File: config.mk
export PLATFORM = sky130hd
export DESIGN_NAME = pressure_average_threshold_monitor
export DESIGN_NICKNAME = d
export VERILOG_FILES = /design/src/rtl/core/patm_pkg.sv /design/src/rtl/core/patm_channel.sv /design/src/rtl/core/patm_status.sv /design/src/rtl/core/pressure_average_threshold_monitor.sv
export SDC_FILE = /design/constraint.sdc
export NUM_CORES = 2
export LEC_CHECK = 0
export ABC_AREA = 1
export ABC_CLOCK_PERIOD_IN_PS = 6000
export BUFFER_PORTS_ARGS = -buffer_cell sky130_fd_sc_hd__buf_2
export CORE_UTILIZATION = 37
export DETAILED_ROUTE_END_ITERATION = 8
export SETUP_SLACK_MARGIN = 0.5
export SYNTH_ARGS = -nofsm -noshare
export SYNTH_HDL_FRONTEND = slang
export SYNTH_SLANG_ARGS = --single-unit
export TNS_END_PERCENT = 1
File: constraint.sdc
create_clock -name i_clk -period 6 [get_ports i_clk]
set_clock_uncertainty 0.05 [all_clocks]
set_input_delay 0.9 -clock i_clk [delete_from_list [all_inputs] [get_ports i_clk]]
set_output_delay 0.9 -clock i_clk [all_outputs]
set_load 0.005 [all_outputs]
File: src/rtl/core/patm_pkg.sv
// Package for the pressure average threshold monitor.
// Holds window and scaling constants, reciprocal multipliers and shared types.
// No dependencies.
package patm_pkg;

    // Averaging window and converter full scale
    localparam int unsigned WINDOW         = 10;
    localparam int unsigned ADC_FULL_SCALE = 4095;
    localparam int unsigned PSI_SPAN       = 50;

    // Field widths
    localparam int unsigned SAMPLE_W   = 12;
    localparam int unsigned PSI_W      = 6;
    localparam int unsigned STATUS_W   = 2;
    localparam int unsigned SAMPLE_MAX = (2 ** SAMPLE_W) - 1;

    // Stream bus widths (whole bytes)
    localparam int unsigned IN_FIELDS_W  = 3 * SAMPLE_W;
    localparam int unsigned OUT_FIELDS_W = 3 * PSI_W + STATUS_W;
    localparam int unsigned IN_TDATA_W   = ((IN_FIELDS_W + 7) / 8) * 8;
    localparam int unsigned OUT_TDATA_W  = ((OUT_FIELDS_W + 7) / 8) * 8;

    // Ring pointer and running sum
    localparam int unsigned POS_W = $clog2(WINDOW);
    localparam int unsigned SUM_W = $clog2(WINDOW * SAMPLE_MAX + 1);

    // sum / WINDOW as (sum * DIV1_MULT) >> DIV1_S, exact for any SUM_W-bit sum
    localparam int unsigned DIV1_L  = $clog2(WINDOW);
    localparam int unsigned DIV1_S  = SUM_W + DIV1_L;
    localparam int unsigned DIV1_MW = SUM_W + 1;
    localparam logic [DIV1_MW-1:0] DIV1_MULT =
        DIV1_MW'(((64'd1 << DIV1_S) + 64'(WINDOW) - 64'd1) / 64'(WINDOW));
    localparam int unsigned PROD1_W = SUM_W + DIV1_MW;
    localparam int unsigned AVG_W   = SAMPLE_W;

    // avg * PSI_SPAN / ADC_FULL_SCALE, same reciprocal scheme
    localparam int unsigned SCALED_W = $clog2(SAMPLE_MAX * PSI_SPAN + 1);
    localparam int unsigned DIV2_L   = $clog2(ADC_FULL_SCALE);
    localparam int unsigned DIV2_S   = SCALED_W + DIV2_L;
    localparam int unsigned DIV2_MW  = SCALED_W + 1;
    localparam logic [DIV2_MW-1:0] DIV2_MULT =
        DIV2_MW'(((64'd1 << DIV2_S) + 64'(ADC_FULL_SCALE) - 64'd1)
                 / 64'(ADC_FULL_SCALE));
    localparam int unsigned PROD2_W  = SCALED_W + DIV2_MW;
    localparam int unsigned QUOT2_W  = PROD2_W - DIV2_S;

    typedef enum logic [STATUS_W-1:0] {
        LEVEL_NORMAL = 2'd0,
        LEVEL_HIGH   = 2'd1,
        LEVEL_LOW    = 2'd2
    } t_level_status;

    // Per-stage load enables sent to each channel
    typedef struct packed {
        logic upd;   // item enters sum stage: write ring, update running sum
        logic s2;    // load divide-by-window product
        logic s3;    // load scaled average
        logic s4;    // load divide-by-full-scale product
    } t_stage_en;

endpackage

File: src/rtl/core/patm_channel.sv
// One averaging channel: sample ring, running sum and PSI scaling pipeline.
// Depends on patm_pkg.
module patm_channel (
    input  logic                          i_clk,
    input  logic                          i_rst_n,
    input  patm_pkg::t_stage_en           i_en,
    input  logic [patm_pkg::POS_W-1:0]    i_pos,
    input  logic [patm_pkg::SAMPLE_W-1:0] i_sample,
    output logic [patm_pkg::PSI_W-1:0]    o_psi
);
    import patm_pkg::*;

    logic [SAMPLE_W-1:0] r_ring [WINDOW];
    logic [SUM_W-1:0]    r_sum;
    logic [SUM_W-1:0]    n_sum;
    logic [PROD1_W-1:0]  r_prod1;
    logic [SCALED_W-1:0] r_scaled;
    logic [PROD2_W-1:0]  r_prod2;
    logic [AVG_W-1:0]    avg;
    logic [QUOT2_W-1:0]  quot;

    // drop oldest sample, add newest
    assign n_sum = r_sum - SUM_W'(r_ring[i_pos]) + SUM_W'(i_sample);

    always_ff @(posedge i_clk) begin
        if (!i_rst_n) begin
            for (int i = 0; i < WINDOW; i++) begin
                r_ring[i] <= '0;
            end
            r_sum <= '0;
        end else if (i_en.upd) begin
            r_ring[i_pos] <= i_sample;
            r_sum         <= n_sum;
        end
    end

    assign avg = r_prod1[DIV1_S +: AVG_W];

    always_ff @(posedge i_clk) begin
        if (i_en.s2) begin
            r_prod1 <= PROD1_W'(r_sum) * PROD1_W'(DIV1_MULT);
        end
        if (i_en.s3) begin
            r_scaled <= SCALED_W'(avg) * SCALED_W'(PSI_SPAN);
        end
        if (i_en.s4) begin
            r_prod2 <= PROD2_W'(r_scaled) * PROD2_W'(DIV2_MULT);
        end
    end

    assign quot  = r_prod2[PROD2_W-1:DIV2_S];
    // clamp only matters when full scale is below the sample range
    assign o_psi = (32'(quot) > 32'(PSI_SPAN)) ? PSI_W'(PSI_SPAN) : PSI_W'(quot);

endmodule

File: src/rtl/core/patm_status.sv
// Status compare and result register for the three scaled values.
// Depends on patm_pkg.
module patm_status (
    input  logic                         i_clk,
    input  logic                         i_load,
    input  logic [patm_pkg::PSI_W-1:0]   i_pressure_psi,
    input  logic [patm_pkg::PSI_W-1:0]   i_upper_psi,
    input  logic [patm_pkg::PSI_W-1:0]   i_lower_psi,
    output logic [patm_pkg::PSI_W-1:0]   o_pressure_psi,
    output logic [patm_pkg::PSI_W-1:0]   o_upper_psi,
    output logic [patm_pkg::PSI_W-1:0]   o_lower_psi,
    output patm_pkg::t_level_status      o_level_status
);
    import patm_pkg::*;

    t_level_status n_status;

    // high wins over low when the thresholds cross
    always_comb begin
        priority if (i_pressure_psi >= i_upper_psi) begin
            n_status = LEVEL_HIGH;
        end else if (i_pressure_psi <= i_lower_psi) begin
            n_status = LEVEL_LOW;
        end else begin
            n_status = LEVEL_NORMAL;
        end
    end

    always_ff @(posedge i_clk) begin
        if (i_load) begin
            o_pressure_psi <= i_pressure_psi;
            o_upper_psi    <= i_upper_psi;
            o_lower_psi    <= i_lower_psi;
            o_level_status <= n_status;
        end
    end

endmodule

File: src/rtl/core/pressure_average_threshold_monitor.sv
// Top level of the pressure average threshold monitor.
// Depends on patm_pkg, patm_channel and patm_status.
//
// Usage:
//   Slave stream (i_s_*) takes one item per handshake: three 12-bit converter
//   samples (measured pressure, upper pot, lower pot). Master stream (o_m_*)
//   returns one item per input: the three 10-sample boxcar averages scaled to
//   whole PSI (0..50) and a level status (normal, high, low; high wins).
//   Path: an accepted item passes the input reg, sum, /window, *50, /full scale
//   and result reg stages before its result is shown on o_m_*.
//   Throughput: one item per cycle, sustained while i_m_tready is high.
//   Every stage holds its own valid bit and loads whenever it is empty or its
//   successor loads, so bubbles collapse and a new item is still taken while
//   a finished result waits. With the receiver stalled the pipeline fills and
//   o_s_tready drops after six items are in flight; results are held stable.
//   Reset clears all valid bits, the ring pointer, the three sample rings and
//   running sums, so the first nine averages ramp up from zero.
//   The running sum update is a single subtract/add per channel, which is the
//   only loop-carried path; everything after it is feed-forward.
module pressure_average_threshold_monitor (
    input  logic                               i_clk,
    input  logic                               i_rst_n,
    // slave side
    input  logic                               i_s_tvalid,
    output logic                               o_s_tready,
    // [11:0] pressure_sample, [23:12] upper_sample, [35:24] lower_sample,
    // [39:36] zero
    input  logic [patm_pkg::IN_TDATA_W-1:0]    i_s_tdata,
    // master side
    output logic                               o_m_tvalid,
    input  logic                               i_m_tready,
    // [5:0] pressure_psi, [11:6] upper_psi, [17:12] lower_psi,
    // [19:18] level_status, [23:20] zero
    output logic [patm_pkg::OUT_TDATA_W-1:0]   o_m_tdata
);
    import patm_pkg::*;

    // valid bits: stage 0 input reg .. stage 4 last product; output valid separate
    logic [4:0] r_vld;
    logic       r_out_vld;
    logic [5:0] stg_rdy;   // stage k may load this cycle

    logic [SAMPLE_W-1:0] r_pressure_in;
    logic [SAMPLE_W-1:0] r_upper_in;
    logic [SAMPLE_W-1:0] r_lower_in;
    logic [POS_W-1:0]    r_pos;
    logic [POS_W-1:0]    n_pos;

    t_stage_en stage_en;

    logic [PSI_W-1:0] pressure_psi;
    logic [PSI_W-1:0] upper_psi;
    logic [PSI_W-1:0] lower_psi;
    logic [PSI_W-1:0] out_pressure_psi;
    logic [PSI_W-1:0] out_upper_psi;
    logic [PSI_W-1:0] out_lower_psi;
    t_level_status    out_status;

    // ready chain, from the output back to the input
    assign stg_rdy[5] = !r_out_vld || i_m_tready;
    assign stg_rdy[4] = !r_vld[4]  || stg_rdy[5];
    assign stg_rdy[3] = !r_vld[3]  || stg_rdy[4];
    assign stg_rdy[2] = !r_vld[2]  || stg_rdy[3];
    assign stg_rdy[1] = !r_vld[1]  || stg_rdy[2];
    assign stg_rdy[0] = !r_vld[0]  || stg_rdy[1];

    assign o_s_tready = stg_rdy[0];
    assign o_m_tvalid = r_out_vld;

    // state changes only for a real item entering the sum stage
    assign stage_en.upd = stg_rdy[1] && r_vld[0];
    assign stage_en.s2  = stg_rdy[2];
    assign stage_en.s3  = stg_rdy[3];
    assign stage_en.s4  = stg_rdy[4];

    assign n_pos = (r_pos == POS_W'(WINDOW - 1)) ? '0 : r_pos + POS_W'(1);

    always_ff @(posedge i_clk) begin
        if (!i_rst_n) begin
            r_vld     <= '0;
            r_out_vld <= 1'b0;
            r_pos     <= '0;
        end else begin
            if (stg_rdy[0]) r_vld[0] <= i_s_tvalid;
            if (stg_rdy[1]) r_vld[1] <= r_vld[0];
            if (stg_rdy[2]) r_vld[2] <= r_vld[1];
            if (stg_rdy[3]) r_vld[3] <= r_vld[2];
            if (stg_rdy[4]) r_vld[4] <= r_vld[3];
            if (stg_rdy[5]) r_out_vld <= r_vld[4];
            if (stage_en.upd) r_pos <= n_pos;
        end
    end

    // input register
    always_ff @(posedge i_clk) begin
        if (stg_rdy[0]) begin
            r_pressure_in <= i_s_tdata[SAMPLE_W-1:0];
            r_upper_in    <= i_s_tdata[2*SAMPLE_W-1:SAMPLE_W];
            r_lower_in    <= i_s_tdata[3*SAMPLE_W-1:2*SAMPLE_W];
        end
    end

    patm_channel u_pressure (
        .i_clk    (i_clk),
        .i_rst_n  (i_rst_n),
        .i_en     (stage_en),
        .i_pos    (r_pos),
        .i_sample (r_pressure_in),
        .o_psi    (pressure_psi)
    );

    patm_channel u_upper (
        .i_clk    (i_clk),
        .i_rst_n  (i_rst_n),
        .i_en     (stage_en),
        .i_pos    (r_pos),
        .i_sample (r_upper_in),
        .o_psi    (upper_psi)
    );

    patm_channel u_lower (
        .i_clk    (i_clk),
        .i_rst_n  (i_rst_n),
        .i_en     (stage_en),
        .i_pos    (r_pos),
        .i_sample (r_lower_in),
        .o_psi    (lower_psi)
    );

    patm_status u_status (
        .i_clk          (i_clk),
        .i_load         (stg_rdy[5]),
        .i_pressure_psi (pressure_psi),
        .i_upper_psi    (upper_psi),
        .i_lower_psi    (lower_psi),
        .o_pressure_psi (out_pressure_psi),
        .o_upper_psi    (out_upper_psi),
        .o_lower_psi    (out_lower_psi),
        .o_level_status (out_status)
    );

    assign o_m_tdata = OUT_TDATA_W'({out_status, out_lower_psi, out_upper_psi,
                                     out_pressure_psi});

endmodule

==> flow_metrics.tcl <==
set metrics [dict create \
    htree_levels 3 \
    cp_cell_sequence "inv_1 > ha_2 > inv_1 > ha_1 > inv_1 > fa_1 > inv_1 > fa_1 > fa_1 > inv_1 > fa_1 > inv_1 > ha_1 > a21oi_1 > o21ai_0 > nand2_1 > nand2_1 > a21oi_1 > nand2_1 > nand2_1 > nand2_1" \
    worst_pin_slew_ps 1210 \
    p_leak_nw 29.9 \
    timing.final.crit_period_ps 5210 \
    grt-ovfl-total 0 \
    firstDrtPassIters 6 \
    start_kind "flop" \
    status "finished clean" \
    grt_max_degree 89 \
    antenna_left 0 \
    cap_violations 0 \
    port_buffers 61 \
    clkLatencyLatePin_ps 720 \
    ys_top_cells_by_area "edfxtp_1, ha_1, fa_1" \
    placed_cells 8090 \
    antenna_cells 0 \
    grt_pass1_vias 41400 \
    internal_power_w 0.0173 \
    worstPathArrival_ps 5610 \
    die_area_mm2 0.159 \
    routed_wl_um 146000 \
    cp.required_ps 6400 \
    routedWlPerCell_um 17.6 \
    cts_max_path_buffers 3 \
    power_frac_seq_pct 24.6 \
    hold_violations 0 \
    p_comb_share_pct 57.4 \
    layout-drive-gt1-share_pct 6.16 \
    async_reset_ff_share_pct 0 \
    critPathMaxFanout 6 \
    die_h_um 399 \
    fin_area_mm2 0.0641 \
    drtIter0Drc 2527 \
    post_cts_resized 0 \
    slew_headroom_pct 19.0 \
    total_power_w 0.0316 \
    synth.distinct_cells 49 \
    synthFlopType "edfxtp_1" \
    ir_worst_vdd_mv 0.296 \
    final.period_utilization_pct 86.8 \
    syn_area_mm2 0.0584 \
    layout.nets 7192 \
    setup.worst_path.start "u_upper.r_sum[13]" \
    drv_slew 0 \
    cp_slowest_cell "fa_1" \
    vias_per_cell 4.98 \
    synth_most_common_cell "inv_1" \
    grt_setup_unrepaired "no" \
    antenna_found_initial 3 \
    synth_area_leader_cell "edfxtp_1" \
    grt_pass1_wl_um 231000 \
    cts_buffers 91 \
    synthTopCellsByCount "inv_1, nand2_1, edfxtp_1" \
    area_growth_syn_to_layout_pct 9.86 \
    grt_use_total_pct 18.6 \
    yosys_register_bits 802 \
    post_cts_hold_buffer_count 0 \
    reg2reg_from "u_upper.r_sum[13]" \
    initial_utilization_pct 37.3 \
    cts_tree "yes" \
    place.gp.congestion 0.872 \
    max_freq_mhz 192 \
    cts-root-buf "clkbuf_16" \
    crit_top_cell "inv_1" \
    pwr-share-clk_pct 18.1 \
    cts_setup_buffers 0 \
    final_cells 8258 \
    crit_type "reg -> reg" \
    nFillCells 15200 \
    final-setup-viol-count 0 \
    yosys_warnings 0 \
    min-delay-start "i_s_tdata[14]" \
    cts.sinks 802 \
    hpwl_um 105000 \
    io_pins 70 \
    place_area_mm2 0.0610 \
    synth_edf_count 740 \
    syn_avg_cell_area_um2 9.64 \
    finalSetupTns_ps 0 \
    yosysSeqAreaShare_pct 40.2 \
    clkSlewWorstSetupHoldPaths_ps 60 \
    synth_top_area_share_pct 38.1 \
    synthCells 6057 \
    hold_class "in -> reg" \
    switching_power_w 0.0143 \
    core_mm2 0.156 \
    drcViolationCount 0 \
    die_w_um 399 \
    endpoint_kind "flop" \
    num_rows 145 \
    swShare_pct 45.2 \
    num_vias 41100 \
    powerDensity_mw_per_mm2 493 \
    slowest_delay_ps 550 \
]
layer usage:
layer	track usage (%)	share of wire, %	vias to the layer above
met3	1.99	4.9	192
met5	0	0	-
li1	-	-	20200
met2	31.2	47	971
met1	25.5	46	19700
met4	5.07	2.4	0
cells by family after synthesis:
kind of cell	Yosys count	synth area share [%]
xor gates and xnor gates	71	1.07
DFF	802	40.2
muxes	144	2.47
buffers and inverters	1322	8.97
and+or+nand+nor	1823	13.1
other	1	0.00642
AOI/OAI and AO/OA	871	8.41
adders and majority gates	1023	25.8
worst paths after layout:
check                   endpoint  slack, ps  cells past startpoint
max          u_upper.r_prod1[31]        790                     21
min                r_upper_in[2]        320                      1
max reg2reg  u_upper.r_prod1[31]        790                     21
min reg2reg             r_vld[3]        420                      2
worst max-delay path, delay by kind of cell (launching register included):
kind | cells | cell delay [ps]
adders and majority gates | 7 | 3080
AOI/OAI and AO/OA | 3 | 520
buffers and inverters | 6 | 480
DFF | 1 | 470
and+or+nand+nor | 5 | 350
registers in the layout (all words and copies together) (netlist names), 6 cells and up, named ones only:
register,count
u_lower.r_sum,16
u_lower.r_prod2,7
u_upper.r_prod1,12
u_lower.r_prod1,12
u_upper.r_ring,192
u_upper.r_prod2,7
u_lower.r_scaled,17
u_pressure.r_sum,16
u_upper.r_scaled,17
r_pressure_in,12
r_lower_in,12
u_pressure.r_prod1,12
u_status.o_lower_psi,6
u_upper.r_sum,16
r_upper_in,12
u_pressure.r_scaled,17
u_status.o_pressure_psi,6
u_pressure.r_ring,192
u_lower.r_ring,192
u_pressure.r_prod2,7
u_status.o_upper_psi,6
cell type report:
type                            count  area, um^2  share of cell area, %
Clock buffer                      120        2440                   3.80
Clock inverter                     48         638                  0.995
Inverter                         1174        4430                   6.90
Multi-Input combinational cell   3936       29800                   46.5
Sequential cell                   802       23500                   36.6
Tap cell                         2058        2570                   4.01
Timing Repair Buffer              120         786                   1.22
power groups by stage:
stage                     clock network, W  logic [W]  registers (W)
after floorplan                          0     0.0137        0.00762
final                              0.00571     0.0181        0.00777
after global placement                   0     0.0179        0.00789
after CTS                          0.00582     0.0183        0.00778
after global routing               0.00604     0.0214        0.00785
after detailed placement                 0     0.0181        0.00789
per-stage QoR:
step | worst slack (ps) | hold slack (ps) | utilization, %
CTS | 652 | 261 | 41.0
global placement | 669 | 407 | 39.0
global route | 498 | 287 | 41.0
floorplan | 631 | 392 | -
detailed placement | 647 | 413 | 39.0
finish | 790 | 316 | 41.0
layout by cell type, fill, tap and decap left out, types with 26 or more instances in the layout:
cell type,count
mux2i_1,144
clkbuf_16,91
nand3_1,205
nand2_1,885
xor2_1,46
edfxtp_1,740
nand4_1,33
a21oi_1,341
buf_4,56
nor2_1,556
dfxtp_1,56
inv_2,26
o21bai_1,28
nor3_1,29
fa_1,298
nor2_2,36
inv_1,1134
o211ai_1,146
o21ai_0,280
ha_1,723
buf_2,61
Note: power is estimated with default switching activity, not from simulation.
